File: src/sv/crcfp_pkg.sv
`default_nettype none
package crcfp_pkg;

	localparam int MAX_PAYLOAD_DEF = 32;

	localparam int PADDR_W = 4;
	localparam int PDATA_W = 32;

	localparam logic [15:0] CRC_INIT = 16'hFFFF;
	localparam logic [15:0] CRC_POLY = 16'h1021;

	localparam logic [7:0] HEAD_FIRST_RST  = 8'hAA;
	localparam logic [7:0] HEAD_SECOND_RST = 8'h55;
	localparam logic [7:0] TAIL_FIRST_RST  = 8'h0D;
	localparam logic [7:0] TAIL_SECOND_RST = 8'h0A;

	localparam logic [1:0] REG_HEAD_FIRST  = 2'd0;
	localparam logic [1:0] REG_HEAD_SECOND = 2'd1;
	localparam logic [1:0] REG_TAIL_FIRST  = 2'd2;
	localparam logic [1:0] REG_TAIL_SECOND = 2'd3;

	localparam logic [2:0] EV_NONE      = 3'd0;
	localparam logic [2:0] EV_GOOD      = 3'd1;
	localparam logic [2:0] EV_BAD_LEN   = 3'd2;
	localparam logic [2:0] EV_BAD_TAIL0 = 3'd3;
	localparam logic [2:0] EV_BAD_TAIL1 = 3'd4;
	localparam logic [2:0] EV_BAD_CRC   = 3'd5;

	// control of the bit-serial CRC unit
	typedef struct packed {
		logic init;   // restart at CRC_INIT
		logic load;   // take a new byte into the shifter
		logic step;   // fold in one bit, MSB first
	} crc_ctrl_t;

endpackage
`default_nettype wire

File: src/sv/crcfp_crc_unit.sv
`default_nettype none
module crcfp_crc_unit (
	input  wire logic                  clk,
	input  wire logic                  arst_n,
	input  wire crcfp_pkg::crc_ctrl_t  ctrl,
	input  wire logic [7:0]            byte_in,
	output logic [15:0]                crc
);
	import crcfp_pkg::*;

	logic [15:0] crc_q;
	logic [7:0]  sh_q;
	logic        fb;

	assign fb  = crc_q[15] ^ sh_q[7];
	assign crc = crc_q;

	always_ff @(posedge clk or negedge arst_n) begin
		if (!arst_n) begin
			crc_q <= CRC_INIT;
		end else if (ctrl.init) begin
			crc_q <= CRC_INIT;
		end else if (ctrl.step) begin
			crc_q <= {crc_q[14:0], 1'b0} ^ (fb ? CRC_POLY : 16'h0000);
		end
	end

	always_ff @(posedge clk) begin
		if (ctrl.load) begin
			sh_q <= byte_in;
		end else if (ctrl.step) begin
			sh_q <= {sh_q[6:0], 1'b0};
		end
	end

endmodule
`default_nettype wire

File: src/sv/crc16_frame_parser.sv
`default_nettype none
// Channel   Handshake           Payload
// --------  ------------------  ------------------------------------------------
// input     in_valid/in_ready   rx_byte
// output    out_valid/out_ready event_res command frame_length data_byte
//                               data_index data_present last good_count bad_count
// config    APB write/read      paddr pwdata prdata (head/tail sync bytes)
//
// Length, command and payload bytes run through the bit-serial CRC unit, one bit
// per clock: accept, then the SQ_CRC steps, then the result load. Other bytes go
// from accept straight to the result load. A good frame with payload emits one
// payload item per cycle from the payload memory while the output is not stalled.
// Reset is asynchronous, active low; the payload memory is not cleared. in_ready
// is low while a byte is in work; a stalled output holds the sequencer.
module crc16_frame_parser #(
	parameter int MAX_PAYLOAD = crcfp_pkg::MAX_PAYLOAD_DEF
) (
	input  wire logic                          clk,
	input  wire logic                          arst_n,
	input  wire logic                          in_valid,
	output logic                               in_ready,
	input  wire logic [7:0]                    rx_byte,
	output logic                               out_valid,
	input  wire logic                          out_ready,
	output logic [2:0]                         event_res,
	output logic [7:0]                         command,
	output logic [5:0]                         frame_length,
	output logic [7:0]                         data_byte,
	output logic [4:0]                         data_index,
	output logic                               data_present,
	output logic                               last,
	output logic [31:0]                        good_count,
	output logic [31:0]                        bad_count,
	input  wire logic                          psel,
	input  wire logic                          penable,
	input  wire logic                          pwrite,
	input  wire logic [crcfp_pkg::PADDR_W-1:0] paddr,
	input  wire logic [crcfp_pkg::PDATA_W-1:0] pwdata,
	output logic [crcfp_pkg::PDATA_W-1:0]      prdata,
	output logic                               pready
);
	import crcfp_pkg::*;

	localparam int LEN_W = $clog2(MAX_PAYLOAD + 1);
	localparam int IDX_W = (MAX_PAYLOAD > 1) ? $clog2(MAX_PAYLOAD) : 1;

	typedef enum logic [8:0] {
		PH_HEAD0   = 9'b000000001,
		PH_HEAD1   = 9'b000000010,
		PH_LEN     = 9'b000000100,
		PH_CMD     = 9'b000001000,
		PH_PAYLOAD = 9'b000010000,
		PH_CRC_LO  = 9'b000100000,
		PH_CRC_HI  = 9'b001000000,
		PH_TAIL0   = 9'b010000000,
		PH_TAIL1   = 9'b100000000
	} phase_t;

	typedef enum logic [3:0] {
		SQ_IDLE   = 4'b0001,
		SQ_CRC    = 4'b0010,
		SQ_RESULT = 4'b0100,
		SQ_EMIT   = 4'b1000
	} seq_t;

	// configuration
	logic [7:0] head_first_q, head_second_q, tail_first_q, tail_second_q;
	logic       cfg_wr;

	assign pready = 1'b1;
	assign cfg_wr = psel & penable & pwrite;

	always_ff @(posedge clk or negedge arst_n) begin
		if (!arst_n) begin
			head_first_q  <= HEAD_FIRST_RST;
			head_second_q <= HEAD_SECOND_RST;
			tail_first_q  <= TAIL_FIRST_RST;
			tail_second_q <= TAIL_SECOND_RST;
		end else if (cfg_wr) begin
			unique case (paddr[3:2])
				REG_HEAD_FIRST:  head_first_q  <= pwdata[7:0];
				REG_HEAD_SECOND: head_second_q <= pwdata[7:0];
				REG_TAIL_FIRST:  tail_first_q  <= pwdata[7:0];
				REG_TAIL_SECOND: tail_second_q <= pwdata[7:0];
				default: ;
			endcase
		end
	end

	always_comb begin
		unique case (paddr[3:2])
			REG_HEAD_FIRST:  prdata = {24'h0, head_first_q};
			REG_HEAD_SECOND: prdata = {24'h0, head_second_q};
			REG_TAIL_FIRST:  prdata = {24'h0, tail_first_q};
			REG_TAIL_SECOND: prdata = {24'h0, tail_second_q};
			default:         prdata = '0;
		endcase
	end

	// frame state
	phase_t             phase_q, phase_d;
	seq_t               seq_q;
	logic [LEN_W-1:0]   exp_len_q;
	logic [LEN_W-1:0]   fill_q;
	logic [LEN_W-1:0]   fill_next;
	logic [7:0]         cmd_q;
	logic [15:0]        rx_crc_q;
	logic [31:0]        good_q, bad_q;
	logic [2:0]         ev_q, ev_d;
	logic [2:0]         bit_cnt_q;
	logic [IDX_W-1:0]   emit_idx_q;
	logic [LEN_W-1:0]   emit_next;
	logic               emit_last;

	logic               in_xfer, out_free, load_res, load_emit;
	logic               crc_need, crc_init, mem_we, len_we, cmd_we, fill_we;
	logic               crc_lo_we, crc_hi_we, good_inc, bad_inc;
	logic [15:0]        crc_val;
	crc_ctrl_t          crc_ctrl;

	logic [7:0]         payload_mem [MAX_PAYLOAD];
	logic [IDX_W-1:0]   rd_addr;
	logic [7:0]         rd_data_q;

	assign in_ready  = (seq_q == SQ_IDLE);
	assign in_xfer   = in_valid & in_ready;
	assign out_free  = ~out_valid | out_ready;
	assign load_res  = (seq_q == SQ_RESULT) & out_free;
	assign load_emit = (seq_q == SQ_EMIT) & out_free;
	assign fill_next = fill_q + LEN_W'(1);
	assign emit_next = LEN_W'(emit_idx_q) + LEN_W'(1);
	assign emit_last = (emit_next == exp_len_q);

	always_comb begin
		phase_d   = phase_q;
		ev_d      = EV_NONE;
		crc_need  = 1'b0;
		crc_init  = 1'b0;
		mem_we    = 1'b0;
		len_we    = 1'b0;
		cmd_we    = 1'b0;
		fill_we   = 1'b0;
		crc_lo_we = 1'b0;
		crc_hi_we = 1'b0;
		good_inc  = 1'b0;
		bad_inc   = 1'b0;
		unique case (phase_q)
			PH_HEAD0: begin
				if (rx_byte == head_first_q) phase_d = PH_HEAD1;
			end
			PH_HEAD1: begin
				// head_second wins over a repeated head_first
				if (rx_byte == head_second_q) begin
					phase_d  = PH_LEN;
					crc_init = 1'b1;
				end else if (rx_byte != head_first_q) begin
					phase_d = PH_HEAD0;
				end
			end
			PH_LEN: begin
				if (rx_byte > 8'(MAX_PAYLOAD)) begin
					phase_d = PH_HEAD0;
					ev_d    = EV_BAD_LEN;
					bad_inc = 1'b1;
				end else begin
					phase_d  = PH_CMD;
					len_we   = 1'b1;
					crc_need = 1'b1;
				end
			end
			PH_CMD: begin
				cmd_we   = 1'b1;
				crc_need = 1'b1;
				phase_d  = (exp_len_q == '0) ? PH_CRC_LO : PH_PAYLOAD;
			end
			PH_PAYLOAD: begin
				mem_we   = 1'b1;
				fill_we  = 1'b1;
				crc_need = 1'b1;
				if (fill_next >= exp_len_q) phase_d = PH_CRC_LO;
			end
			PH_CRC_LO: begin
				crc_lo_we = 1'b1;
				phase_d   = PH_CRC_HI;
			end
			PH_CRC_HI: begin
				crc_hi_we = 1'b1;
				phase_d   = PH_TAIL0;
			end
			PH_TAIL0: begin
				if (rx_byte == tail_first_q) begin
					phase_d = PH_TAIL1;
				end else begin
					phase_d = PH_HEAD0;
					ev_d    = EV_BAD_TAIL0;
					bad_inc = 1'b1;
				end
			end
			PH_TAIL1: begin
				phase_d = PH_HEAD0;
				if (rx_byte != tail_second_q) begin
					ev_d    = EV_BAD_TAIL1;
					bad_inc = 1'b1;
				end else if (crc_val != rx_crc_q) begin
					ev_d    = EV_BAD_CRC;
					bad_inc = 1'b1;
				end else begin
					ev_d     = EV_GOOD;
					good_inc = 1'b1;
				end
			end
			default: phase_d = PH_HEAD0;
		endcase
	end

	assign crc_ctrl.init = in_xfer & crc_init;
	assign crc_ctrl.load = in_xfer & crc_need;
	assign crc_ctrl.step = (seq_q == SQ_CRC);

	crcfp_crc_unit u_crc (
		.clk     (clk),
		.arst_n  (arst_n),
		.ctrl    (crc_ctrl),
		.byte_in (rx_byte),
		.crc     (crc_val)
	);

	always_ff @(posedge clk or negedge arst_n) begin
		if (!arst_n) begin
			phase_q    <= PH_HEAD0;
			seq_q      <= SQ_IDLE;
			exp_len_q  <= '0;
			fill_q     <= '0;
			cmd_q      <= '0;
			rx_crc_q   <= '0;
			good_q     <= '0;
			bad_q      <= '0;
			ev_q       <= EV_NONE;
			bit_cnt_q  <= '0;
			emit_idx_q <= '0;
		end else begin
			if (in_xfer) begin
				phase_q <= phase_d;
				ev_q    <= ev_d;
				if (len_we) begin
					exp_len_q <= LEN_W'(rx_byte);
					fill_q    <= '0;
				end
				if (fill_we)   fill_q         <= fill_next;
				if (cmd_we)    cmd_q          <= rx_byte;
				if (crc_lo_we) rx_crc_q       <= {8'h00, rx_byte};
				if (crc_hi_we) rx_crc_q[15:8] <= rx_byte;
				if (good_inc)  good_q         <= good_q + 32'd1;
				if (bad_inc)   bad_q          <= bad_q + 32'd1;
			end
			unique case (seq_q)
				SQ_IDLE: begin
					if (in_xfer) begin
						bit_cnt_q  <= '0;
						emit_idx_q <= '0;
						if (crc_need) begin
							seq_q <= SQ_CRC;
						end else if (ev_d == EV_GOOD && exp_len_q != '0) begin
							seq_q <= SQ_EMIT;
						end else begin
							seq_q <= SQ_RESULT;
						end
					end
				end
				SQ_CRC: begin
					bit_cnt_q <= bit_cnt_q + 3'd1;
					if (bit_cnt_q == 3'd7) seq_q <= SQ_RESULT;
				end
				SQ_RESULT: begin
					if (out_free) seq_q <= SQ_IDLE;
				end
				SQ_EMIT: begin
					if (out_free) begin
						emit_idx_q <= IDX_W'(emit_next);
						if (emit_last) seq_q <= SQ_IDLE;
					end
				end
				default: seq_q <= SQ_IDLE;
			endcase
		end
	end

	// read one entry ahead so the next item is ready when the output frees up
	always_comb begin
		if (load_emit) begin
			rd_addr = IDX_W'(emit_next);
		end else if (seq_q == SQ_EMIT) begin
			rd_addr = emit_idx_q;
		end else begin
			rd_addr = '0;
		end
	end

	always_ff @(posedge clk) begin
		if (in_xfer && mem_we) payload_mem[IDX_W'(fill_q)] <= rx_byte;
		rd_data_q <= payload_mem[rd_addr];
	end

	// output register
	logic        out_valid_q;
	logic [2:0]  event_res_q;
	logic [7:0]  command_q;
	logic [5:0]  frame_length_q;
	logic [7:0]  data_byte_q;
	logic [4:0]  data_index_q;
	logic        data_present_q;
	logic        last_q;
	logic [31:0] good_count_q, bad_count_q;

	always_ff @(posedge clk or negedge arst_n) begin
		if (!arst_n) begin
			out_valid_q <= 1'b0;
		end else if (load_res || load_emit) begin
			out_valid_q <= 1'b1;
		end else if (out_ready) begin
			out_valid_q <= 1'b0;
		end
	end

	always_ff @(posedge clk) begin
		if (load_res) begin
			event_res_q    <= ev_q;
			command_q      <= (ev_q == EV_GOOD) ? cmd_q : 8'h00;
			frame_length_q <= '0;
			data_byte_q    <= '0;
			data_index_q   <= '0;
			data_present_q <= 1'b0;
			last_q         <= 1'b1;
			good_count_q   <= good_q;
			bad_count_q    <= bad_q;
		end else if (load_emit) begin
			event_res_q    <= EV_GOOD;
			command_q      <= cmd_q;
			frame_length_q <= 6'(exp_len_q);
			data_byte_q    <= rd_data_q;
			data_index_q   <= 5'(emit_idx_q);
			data_present_q <= 1'b1;
			last_q         <= emit_last;
			good_count_q   <= good_q;
			bad_count_q    <= bad_q;
		end
	end

	assign out_valid    = out_valid_q;
	assign event_res    = event_res_q;
	assign command      = command_q;
	assign frame_length = frame_length_q;
	assign data_byte    = data_byte_q;
	assign data_index   = data_index_q;
	assign data_present = data_present_q;
	assign last         = last_q;
	assign good_count   = good_count_q;
	assign bad_count    = bad_count_q;

endmodule
`default_nettype wire
File: config.mk
export PLATFORM = sky130hd
export DESIGN_NAME = crc16_frame_parser
export DESIGN_NICKNAME = d
export VERILOG_FILES = /design/src/sv/crcfp_pkg.sv /design/src/sv/crcfp_crc_unit.sv /design/src/sv/crc16_frame_parser.sv
export SDC_FILE = /design/constraint.sdc
export NUM_CORES = 1
export LEC_CHECK = 0
export BUFFER_PORTS_ARGS = -buffer_cell sky130_fd_sc_hd__buf_2
export CORE_MARGIN = 2
export CORE_UTILIZATION = 65
export CTS_CLUSTER_SIZE = 24
export DETAILED_ROUTE_END_ITERATION = 16
export PLACE_DENSITY = 0.92
export REMOVE_ABC_BUFFERS = 1
export SKIP_CTS_REPAIR_TIMING = 1
export SYNTH_ARGS = -nofsm -noshare
export SYNTH_HDL_FRONTEND = slang
export SYNTH_SLANG_ARGS = --single-unit
File: constraint.sdc
create_clock -name clk -period 9.43 [get_ports clk]
set_clock_uncertainty 0.1 [all_clocks]
set_input_delay 2.829 -clock clk [delete_from_list [all_inputs] [get_ports clk]]
set_output_delay 2.829 -clock clk [all_outputs]
set_load 0.02 [all_outputs]
; After elaboration in Yosys (flattened, before gate mapping)
; Memory sizes are Yosys's and may differ from the RTL's. A register that Yosys moved wholly into a read port is not among the register bits.
; Cells that the tools add are included.
[totals]
regBits = 277
latch_bits = 0
ram_bits = 256
rom_bits = 0
input_bits = 51
out_inout_bits = 131
elab_cells = 179
n_memories = 1
[mem_list]
columns = name, words, word_bits, read_ports, rd_clocked_by_memory_dff, write_ports, line
row1 = payload_mem, 32, 8, 1, 1, 1, crc16_frame_parser.sv:121  ; logic [7:0] payload_mem [MAX_PAYLOAD];
[op_classes]
addsub = 5
n_mul = 0
n_div = 0
magnitude_cmp = 2
n_eq_ne = 34
shift = 0
n_mux = 68
n_bitwise = 11
reduce_logical = 30
[op_table]
columns = operator, n
row1 = $mux 32, 4
row2 = $pmux 32 s4, 1
row3 = $pmux 9 s8, 1
row4 = $add 32x1->32 const B, 2
row5 = $mux 16, 3
row6 = $mux 8, 6
row7 = $mux 9, 5
row8 = $mux 4, 8
row9 = $eq 8x8->1, 3
row10 = $reduce_and 2->1, 12
row11 = $mux 5, 4
row12 = $mux 1, 19
row13 = $mux 6, 3
row14 = $ne 16x16->1, 1
row15 = $ne 8x8->1, 2
row16 = $pmux 4 s4, 1
row17 = $reduce_bool 2->1, 8
row18 = $xor 16x16->16, 1
row19 = $mux 3, 5
row20 = $mux 13, 1
row21 = $ne 2x2->1 const B, 5
row22 = $pmux 5 s2, 1
row23 = $eq 9x1->1 const B, 1
row24 = $eq 9x2->1 const B, 1
row25 = 41 further kinds, 52

; Longest topological paths before layout
; Gate-level depths: netlist of run 1.
[depth]
depth_word = 10
mapped_depth = 10
depth_no_buf = 8

; Cells and area by module
; From an unflattened synthesis of run 1, not the netlist that was laid out.
[unflattened]
cells_unflattened = 1599
area_unflattened_um2 = 22898.2
[modules_own_cells]
columns = mod, n_inst, cells_each, area_per_inst_um2, seq_area_each_um2
row1 = crc16_frame_parser, 1, 1525, 21820.9, 14467.6
row2 = crcfp_crc_unit, 1, 74, 1077.3, 660.6

; Least setup slack after synthesis of run 1
; OpenSTA, ideal clock, no wires.
[synth_timing]
path_type = input -> output
startpoint = input port paddr[2] (netlist name)
endpoint = output port prdata[0] (netlist name)
arrival_ns = 3.930
required_time_ns = 6.501
slack_ns = 2.571
stages = 2
n_path_buf = 1
cell_sequence = clkbuf_1 mux4_2
[synth_via]
elab_chain_cells = 2
[synth_lines]
columns = item, line
row1 = from (decl), crc16_frame_parser.sv:37  ; input wire logic [crcfp_pkg::PADDR_W-1:0] paddr,
row2 = $eq 2x2->1 (tied with other cells), crc16_frame_parser.sv:91  ; unique case (paddr[3:2])
row3 = $pmux 32 s4 (*), crc16_frame_parser.sv:91
row4 = to (decl), crc16_frame_parser.sv:39  ; output logic [crcfp_pkg::PDATA_W-1:0] prdata,
; Mark *: on every way between the ends. The rest lies on a longest branch, timed or not. The select of a mux whose other input is x is not followed.

; Worst setup path in the final report of run 1
[layout_timing]
startpoint = input port paddr[2] (netlist name)
endpoint = output port prdata[6] (netlist name)
; Same word-level chain as after synthesis.

==> flow_metrics.tcl, run 1 <==
set metrics [dict create \
    status "finished, final reports clean" \
    start_kind "input pin" \
    synth_ff_type "edfxtp_1" \
    ys_types 74 \
    yosysSeqAreaShare_pct 66.0 \
    synth_seq_cells 541 \
    cts_buffers 52 \
    timing.critical_path.mode_cell "buf_2" \
    remaining_drc_errors 0 \
    worst_slew_pin_slew_ns 1.24 \
    routed_via_density 6.58 \
    slew_viol_final 0 \
    yosysMostFrequentCell "edfxtp_1" \
    fin_nets 1854 \
    crit_slowest_cell "mux4_2" \
    cts_tree "yes" \
    dr_wl_met3_mm 4.66 \
    arrival_ns 3.87 \
    async_reset_ff_share_pct 32.0 \
    start_util_pct 66.2 \
    drt-total-wl_mm 55.2 \
    syn_avg_cell_area_sq_um 13.7 \
    finalHoldViolCount 0 \
    fin_crit_ns 6.80 \
    drv_cap 0 \
    grt_pass1_wl_mm 84.6 \
    wire_per_inst_microns 24.2 \
    dr_wl_met2_mm 27.3 \
    p_per_area_nw_per_um2 221 \
    tns_ns 0 \
    core_region_area_sq_um 34600 \
    detail-route-antenna-nets 0 \
    max_stage_delay_ns 0.57 \
    vias 15038 \
    fin_crit_sh_pct 72.1 \
    synth_area_leaders "edfxtp_1 44%, dfrtp_1 16%, dfstp_2 3.6%" \
    holdCritPathClass "flip-flop to flip-flop" \
    power_leakage_nw 10.1 \
    io_pins 182 \
    crit_type "input pin to output pin" \
    critPathMaxFanout 11 \
    synthCells 1672 \
    grt_remaining_overflow 0 \
    rsz0062_at_grt "no" \
    dieArea_sq_um 36800 \
    dpl_worst_slack_ns 2.63 \
    grt_max_degree 102 \
    num_rows 68 \
    dp_hpwl_mm 33.0 \
    worst_slack_ns 2.63 \
    wl_met1_mm 20.7 \
    cp_cell_sequence "buf_2 -> mux4_2 -> buf_2" \
    antenna_found_initial 0 \
    grtUsageTotal_pct 30.4 \
    die_w_microns 192 \
    cts-root-buf "clkbuf_16" \
    yosys_warnings 0 \
    synth_commonest_cells "339 x edfxtp_1, 142 x dfrtp_1, 105 x nor2_1, 103 x nand2_1, 77 x xnor2_1" \
    fill_cells 1963 \
    drt_pre_antenna_iters 6 \
    port_buffers 130 \
    end_kind "output pin" \
    finalSetupViolCount 0 \
    insertion_delay_ns 0.61 \
    crit_required_ns 6.50 \
    area_delta_synth_final_pct 11.7 \
    max_freq_mhz 147 \
    cts_max_level 2 \
    cts.path.max_buffers 3 \
    yosysTopAreaCell "edfxtp_1" \
    relSlewSlack_pct 17.0 \
    postPlaceCellArea_sq_um 23900 \
    clock-sinks 541 \
    synth_area_sq_um 22900 \
    critical_path_buf_inv_count 2 \
    vdd_drop_max_uv 203 \
    clk_pin_slew_ns 0.06 \
    stdcell_area_sq_um 25600 \
    drive_above_1_share_pct 19.8 \
    drt_iter0_markers 1647 \
    chipHeight_microns 192 \
    top_layer_used "met4" \
    crit_family "multiplexers" \
    synth-edff-count 339 \
    gp_congestion 0.950 \
    grt_pass1_vias 15218 \
    synth_top_area_share_pct 44.4 \
]
[power breakdown]
group | total, mW | internal (mW) | switching [mW]
clock network | 2.09 | 1.20 | 0.889
registers | 2.85 | 2.73 | 0.119
logic | 0.709 | 0.247 | 0.462
[final timing paths]
path	startpoint	endpoint	slack, ns	cells past startpoint
min	rd_data_q[7]	data_byte[7]	0.35	1
max in group asynchronous	arst_n	good_q[3]	5.46	2
max reg2reg	seq_q[0]	payload_mem[23][3]	4.98	6
min reg2reg	rd_data_q[7]	data_byte[7]	0.35	1
min in group asynchronous	arst_n	good_q[27]	2.26	1
max	paddr[2]	prdata[6]	2.63	3
[layer usage]
| layer | GRT usage, % | vias to the layer above |
|---|---|---|
| met1 | 39.4 | 7466 |
| li1 | - | 6457 |
| met5 | 0 | - |
| met2 | 49.8 | 907 |
| met3 | 5.83 | 208 |
| met4 | 14.3 | 0 |
[registers in the layout, summed over array words and instances, names as in the netlist, 9 cells and up]
signal / count
bad_count: 32
rx_crc_q: 16
u_crc.crc: 16
phase_q: 9
bad_q: 32
payload_mem: 256
good_q: 32
good_count: 32
[worst register-to-register path: stages (launching register included)]
cell      delay, ns
dfstp_2        0.65
or4b_4         0.54
clkinv_2       0.12
nand2_4        0.23
nor3_1         0.97
nand2_1        0.63
nor2_1         0.80
[stage by stage]
stage | power (mW) | utilization (%) | hold slack, ns | instances
after detailed placement | 3.59 | 69.0 | 0.338 | 2189
after global placement | 3.55 | 69.0 | 0.330 | 2189
after global routing | 5.82 | 73.9 | 0.359 | 2286
final | 5.65 | 73.9 | 0.348 | 2287
after CTS | 5.65 | 73.9 | 0.353 | 2286
after floorplan | 3.33 | - | 0.325 | 1584
[area by class of cell]
cell class              instances  area [sq um]  share of cell area [%]
diodes                          1          2.50                 0.00978
clock buffers                  70          1420                    5.55
clock inverters                27           279                    1.09
inverters                      22          83.8                   0.328
multi-input cells            1021          7290                    28.5
flip-flops and latches        541         15100                    59.1
well taps                     455           569                    2.23
repair buffers                150           807                    3.15
[cells in the final DEF, fill, tap and decap left out, types with 8 or more instances in the layout]
master | synthesis | routed
nand3_1 | 51 | 51
ha_1 | 15 | 15
a211oi_1 | 65 | 65
edfxtp_1 | 339 | 339
mux4_2 | 8 | 8
xnor2_1 | 77 | 76
nor2_1 | 105 | 104
buf_2 | 27 | 129
and3_1 | 17 | 17
nand4_1 | 29 | 29
conb_1 | 2 | 25
a2bb2oi_1 | 33 | 33
nor4_1 | 17 | 17
and2_1 | 12 | 12
nor3_1 | 22 | 21
o211ai_1 | 8 | 8
xor2_1 | 53 | 53
a22o_1 | 22 | 22
clkbuf_16 | 0 | 53
dfxtp_1 | 29 | 29
dfstp_2 | 31 | 31
buf_4 | 27 | 20
nand2_1 | 103 | 103
mux2_2 | 65 | 65
o22ai_1 | 46 | 46
mux2i_1 | 68 | 67
dfrtp_1 | 142 | 142
inv_1 | 21 | 20
and4_1 | 11 | 11
o21ai_0 | 66 | 66
clkbuf_1 | 55 | 14
clkinv_1 | 0 | 10
nor2b_1 | 12 | 12
[cells by family (layout without fill, tap and decap cells)]
kind of cell	Yosys count	after routing	share of synthesized area (%)
other	2	26	0.0328
AND/OR/NAND/NOR	431	431	9.86
XOR/XNOR	130	130	4.97
adder cells (fa/ha/maj)	15	15	0.819
AO/OA/AOI/OAI	279	279	8.54
multiplexers	141	141	6.95
flip-flops	541	541	66.0
buffers and inverters	133	269	2.78
Note: power is estimated with default switching activity, not from simulation.
==> inputs of run 2 (changes only) <==
--- a/config.mk
+++ b/config.mk
@@ -5,12 +5,13 @@
 export SDC_FILE = /design/constraint.sdc
 export NUM_CORES = 1
 export LEC_CHECK = 0
+export ABC_AREA = 1
 export BUFFER_PORTS_ARGS = -buffer_cell sky130_fd_sc_hd__buf_2
 export CORE_MARGIN = 2
-export CORE_UTILIZATION = 65
+export CORE_UTILIZATION = 55
 export CTS_CLUSTER_SIZE = 24
 export DETAILED_ROUTE_END_ITERATION = 16
-export PLACE_DENSITY = 0.92
+export PLACE_DENSITY = 0.84
 export REMOVE_ABC_BUFFERS = 1
 export SKIP_CTS_REPAIR_TIMING = 1
 export SYNTH_ARGS = -nofsm -noshare
==> constraint.sdc (replaced) <==
create_clock -name clk -period 5.75 [get_ports clk]
set_clock_uncertainty 0.1 [all_clocks]
set_input_delay 1.725 -clock clk [delete_from_list [all_inputs] [get_ports clk]]
set_output_delay 1.725 -clock clk [all_outputs]
set_load 0.02 [all_outputs]
==> flow_metrics.tcl, run 2 <==
set metrics [dict create \
    status "finished, final reports clean" \
    max_freq_mhz 213 \
    vdd_drop_max_uv 350 \
    port_buffers 130 \
    finalHoldViolCount 0 \
    power_leakage_nw 12.0 \
    combPwrFrac_pct 12.5 \
    syn_avg_cell_area_sq_um 9.71 \
    postPlaceCellArea_sq_um 26000 \
    arrival_ns 2.88 \
    top_register "payload_mem" \
    stdcell_area_sq_um 27800 \
    synth_seq_cells 541 \
    ys_types 52 \
    power_frac_seq_pct 49.6 \
    fin_crit_ns 4.70 \
    clk_pin_slew_ns 0.05 \
    p_per_area_nw_per_um2 340 \
    total_power_mw 9.47 \
    synth_commonest_cells "625 x nand2_1, 359 x nand3_1, 339 x edfxtp_1, 292 x inv_1, 152 x nor2_1" \
    drv_cap 0 \
    grt_pass1_wl_mm 96.6 \
    cts_tree "yes" \
    clock-sinks 541 \
    end_kind "output pin" \
    synth_area_leaders "edfxtp_1 41%, dfrtp_1 14%, nand2_1 9.4%" \
    worst_slack_ns 1.05 \
    core_region_area_sq_um 45200 \
    gp_congestion 0.910 \
    power_frac_clock_pct 37.9 \
    layout_common_cells "622 x nand2_1, 359 x nand3_1, 339 x edfxtp_1" \
    rsz0062_at_grt "no" \
    slew_viol_final 0 \
    cts_buffers 55 \
    cts.path.max_buffers 3 \
    cts_max_level 2 \
    dpl_worst_slack_ns 0.986 \
    drt-total-wl_mm 61.4 \
    area_delta_synth_final_pct 11.1 \
    tns_ns 0 \
    finalSetupViolCount 0 \
    synth-edff-count 339 \
    cts-root-buf "clkbuf_16" \
    chipHeight_microns 217 \
    yosysSeqAreaShare_pct 60.4 \
    p_int_mw 6.93 \
    yosysTopAreaCell "edfxtp_1" \
    grtUsageTotal_pct 25.9 \
    io_pins 182 \
    p_sw_mw 2.55 \
    drive_above_1_share_pct 12.0 \
    dieArea_sq_um 47300 \
    crit_required_ns 3.92 \
    dp_hpwl_mm 38.9 \
    relSlewSlack_pct 24.7 \
    final_common_cell "nand2_1" \
    antenna_found_initial 2 \
    synth_top_area_share_pct 40.6 \
    wire_per_inst_microns 18.4 \
    worst_slew_pin_slew_ns 1.13 \
    switching_share_pct 26.9 \
    synthCells 2581 \
    detail-route-antenna-nets 0 \
    fin_nets 2751 \
    vias 18854 \
    start_util_pct 55.5 \
    start_kind "input pin" \
    synth_area_sq_um 25100 \
    crit_type "input pin to output pin" \
    routed_via_density 5.66 \
    async_reset_ff_share_pct 32.0 \
    fin_crit_sh_pct 81.8 \
    grt_max_degree 89 \
    grt_remaining_overflow 0 \
    holdCritPathClass "flip-flop to flip-flop" \
    largest_reg_flops 256 \
    num_rows 78 \
    yosys_warnings 0 \
    insertion_delay_ns 0.60 \
    synth_ff_type "edfxtp_1" \
    yosysMostFrequentCell "nand2_1" \
    remaining_drc_errors 0 \
    drt_iter0_markers 2348 \
    grt_pass1_vias 18156 \
    critPathMaxFanout 9 \
    drt_pre_antenna_iters 5 \
    die_w_microns 217 \
]
-- run 2: cell count changes after synthesis, sizes merged, moves of 56 or more --
cell,before,now
nand2,105,632
nand3,51,367
inv,21,301
o21ai,69,142
mux2i,68,0
a211oi,66,0
mux2,65,0
nor2,109,165
-- run 2: worst paths after layout --
kind                                    from            to  slack, ns  depth (start not counted)
worst min register to register  rd_data_q[2]  data_byte[2]       0.35                          1
min in group asynchronous             arst_n     good_q[5]       1.06                          1
worst min-delay path            rd_data_q[2]  data_byte[2]       0.35                          1
max in group asynchronous             arst_n   rx_crc_q[1]       3.39                          2
worst max-delay path                paddr[3]     prdata[7]       1.05                          6
worst max register to register     out_valid  rd_data_q[2]       2.25                         13
-- run 2: metrics by stage --
| stage | std cells | hold slack, ns | util [%] |
|---|---|---|---|
| after global routing | 3330 | 0.357 | 61.6 |
| after detailed placement | 3228 | 0.337 | 57.6 |
| after floorplan | 2475 | 0.326 | - |
| after CTS | 3330 | 0.351 | 61.6 |
| after global placement | 3228 | 0.331 | 57.6 |
| final | 3332 | 0.347 | 61.6 |
-- run 2: area by class of cell --
class / count / area, sq um
Multi-Input combinational cell: 1632 / 8170
Clock inverter: 32 / 303
Inverter: 302 / 1130
Antenna cell: 2 / 5.00
Tap cell: 600 / 751
Fill cell: 3474 / 17300
Clock buffer: 70 / 1500
Sequential cell: 541 / 15100
Timing Repair Buffer: 153 / 842
-- run 2: cell families (layout without fill, tap and decap cells) --
logic type | count (synthesis) | in the layout | synth area share [%]
compound gates | 179 | 179 | 4.04
fa+ha+maj | 15 | 15 | 0.749
other cells | 2 | 27 | 0.0300
simple gates | 1313 | 1313 | 23.8
buf+inv | 431 | 557 | 7.51
xor+xnor | 100 | 100 | 3.49
flops | 541 | 541 | 60.4
-- run 2: power groups by stage --
stage | registers (mW) | clock network (mW) | logic (mW)
finish | 4.70 | 3.59 | 1.18
global route | 4.73 | 3.77 | 1.30
CTS | 4.70 | 3.62 | 1.18
detailed placement | 4.77 | 0 | 1.17
global placement | 4.76 | 0 | 1.13
floorplan | 4.85 | 0 | 0.656
-- run 2: routing by layer --
| layer | wire length, microns | GRT usage, % | part of all wire (%) |
|---|---|---|---|
| met1 | 24300 | 35.3 | 39 |
| met2 | 29800 | 42.4 | 48 |
| met3 | 5430 | 4.25 | 8.8 |
| met4 | 1980 | 8.88 | 3.2 |
| met5 | 0 | 0 | 0 |
-- run 2: critical path, stage by stage --
cell     delay [ns]
buf_2          0.11
inv_1          0.04
nor2_1         0.51
nand2_1        0.16
nand4_1        0.15
buf_2          0.18
==> inputs of run 3 (changes only) <==
--- a/config.mk
+++ b/config.mk
@@ -5,13 +5,13 @@
 export SDC_FILE = /design/constraint.sdc
 export NUM_CORES = 1
 export LEC_CHECK = 0
-export ABC_AREA = 1
+export ABC_AREA = 0
 export BUFFER_PORTS_ARGS = -buffer_cell sky130_fd_sc_hd__buf_2
 export CORE_MARGIN = 2
-export CORE_UTILIZATION = 55
+export CORE_UTILIZATION = 54
 export CTS_CLUSTER_SIZE = 24
 export DETAILED_ROUTE_END_ITERATION = 16
-export PLACE_DENSITY = 0.84
+export PLACE_DENSITY = 0.83
 export REMOVE_ABC_BUFFERS = 1
 export SKIP_CTS_REPAIR_TIMING = 1
 export SYNTH_ARGS = -nofsm -noshare
==> constraint.sdc (replaced) <==
create_clock -name clk -period 4.21 [get_ports clk]
set_clock_uncertainty 0.1 [all_clocks]
set_input_delay 1.263 -clock clk [delete_from_list [all_inputs] [get_ports clk]]
set_output_delay 1.263 -clock clk [all_outputs]
set_load 0.02 [all_outputs]
==> flow_metrics.tcl, run 3 (synthesis results as in run 1) <==
set metrics [dict create \
    largest_reg_flops 256 \
    cts-root-buf "clkbuf_16" \
    met2_usage_pct 40.2 \
    core_region_area_sq_um 41900 \
    hold_depth 1 \
    diodes 0 \
    fin_nets 1891 \
    slew_viol_final 0 \
    cts_tree "yes" \
    grt_remaining_overflow 0 \
    io_pins 182 \
    start_util_pct 54.6 \
    vias 14734 \
    rsz0062_at_grt "no" \
    status "finished, final reports clean" \
    power_frac_clock_pct 35.6 \
    crit_required_ns 2.85 \
    crit_type "input pin to output pin" \
    worst-path-stages 3 \
    switching_share_pct 26.5 \
    start_kind "input pin" \
    crit_slowest_cell "mux4_2" \
    antenna_found_initial 2 \
    hold_slack_ns 0.348 \
    drv_cap 0 \
    stdcell_area_sq_um 25900 \
    clock-sinks 541 \
    worst_slew_pin_slew_ns 0.899 \
    grtUsageTotal_pct 24.6 \
    p_sw_mw 3.29 \
    total_power_mw 12.4 \
    end_kind "output pin" \
    dp_hpwl_mm 34.5 \
    p_int_mw 9.14 \
    busiest_layer "met2" \
    fill_cells 2897 \
    gp_congestion 0.856 \
    top_register "payload_mem" \
    insertion_delay_ns 0.62 \
    wire_per_inst_microns 22.5 \
    timing.critical_path.mode_cell "buf_2" \
    grt_pass1_wl_mm 83.6 \
    p_per_area_nw_per_um2 479 \
    fin_crit_sh_pct 88.0 \
    routed_via_density 6.12 \
    reg2reg_depth 7 \
    layout_common_cells "339 x edfxtp_1, 142 x dfrtp_1, 129 x buf_2" \
    cts_buffers 52 \
    grtUsageMet1_pct 32.6 \
    num_rows 75 \
    drt-total-wl_mm 54.2 \
    critPathMaxFanout 11 \
    relSlewSlack_pct 40.1 \
    combPwrFrac_pct 13.1 \
    vdd_drop_max_uv 394 \
    critical_path_buf_inv_count 2 \
    cts.path.max_buffers 3 \
    area_delta_synth_final_pct 13.2 \
    drt_iter0_markers 1610 \
    detail-route-antenna-nets 0 \
    arrival_ns 2.34 \
    power_frac_seq_pct 51.3 \
    clk_pin_slew_ns 0.06 \
    dieArea_sq_um 44100 \
    port_buffers 130 \
    finalSetupViolCount 0 \
    drt_pre_antenna_iters 5 \
    fin_crit_ns 3.70 \
    die_w_microns 210 \
    chipHeight_microns 210 \
    cp_cell_sequence "buf_2 -> mux4_2 -> buf_2" \
    grt_max_degree 91 \
    remaining_drc_errors 0 \
    drive_above_1_share_pct 21.3 \
    grt_pass1_vias 14792 \
    gr-usage-met3_pct 4.35 \
    postPlaceCellArea_sq_um 24300 \
    crit_family "multiplexers" \
    cts_max_level 2 \
    final_common_cell "edfxtp_1" \
    max_freq_mhz 270 \
    holdCritPathClass "flip-flop to flip-flop" \
    max_stage_delay_ns 0.59 \
    finalHoldViolCount 0 \
    power_leakage_nw 10.3 \
]
run 3: changes by cell type in the layout (fill, tap and decap cells not counted), sizes merged, moves of 41 or more:
cell | previous run | this run
xnor2 | 36 | 77
nand3b | 60 | 7
o21ai | 142 | 69
nor2 | 165 | 109
inv | 304 | 23
nand3 | 367 | 51
a211oi | 0 | 66
mux2 | 0 | 65
nand2 | 632 | 105
mux2i | 0 | 68
run 3: power by group through the flow:
stage / registers [mW] / logic (mW) / clock network [mW]
final: 6.38 / 1.63 / 4.42
after global routing: 6.41 / 1.75 / 4.66
after CTS: 6.37 / 1.63 / 4.45
after detailed placement: 6.47 / 1.61 / 0
after global placement: 6.45 / 1.56 / 0
after floorplan: 6.61 / 0.847 / 0
run 3: final timing paths:
| kind | start | end | slack [ns] |
|---|---|---|---|
| worst max-delay path | paddr[2] | prdata[1] | 0.51 |
| worst min-delay path | rd_data_q[3] | data_byte[3] | 0.35 |
| worst max register to register | seq_q[0] | payload_mem[7][6] | 0.83 |
| worst min register to register | rd_data_q[3] | data_byte[3] | 0.35 |
| max in group asynchronous | arst_n | u_crc.crc[6] | 2.49 |
| min in group asynchronous | arst_n | good_q[26] | 0.63 |
run 3: per-stage QoR:
step / std cells / setup TNS [ns] / utilization (%) / worst slack (ns)
floorplan: 1584 / -75.46 / - / -3.19
global placement: 2310 / 0 / 58.0 / 0.365
detailed placement: 2310 / 0 / 58.0 / 0.333
CTS: 2407 / 0 / 61.8 / 0.492
global route: 2407 / 0 / 61.8 / 0.460
finish: 2407 / 0 / 61.8 / 0.506
run 3: worst reg2reg max path, cell delays in order, from the launching register on:
cell,delay [ns]
dfstp_2,0.62
or4b_4,0.53
clkinv_2,0.14
nand2_4,0.09
nor3_1,0.24
buf_4,0.22
nand2_1,0.33
nor2_1,0.72
run 3: cell type report:
type | instances | area (sq um) | share of cell area (%)
Sequential cell | 541 | 15100 | 58.3
Multi-Input combinational cell | 1021 | 7290 | 28.1
Clock buffer | 71 | 1380 | 5.33
Timing Repair Buffer | 187 | 1170 | 4.52
Tap cell | 539 | 674 | 2.60
Clock inverter | 26 | 204 | 0.786
Inverter | 22 | 83.8 | 0.323
run 3: routing by layer:
| metal | vias up | part of all wire (%) |
|---|---|---|
| met1 | 7289 | 39 |
| met3 | 142 | 8.2 |
| li1 | 6528 | - |
| met2 | 773 | 49 |
| met4 | 2 | 3.7 |
| met5 | - | 0.024 |
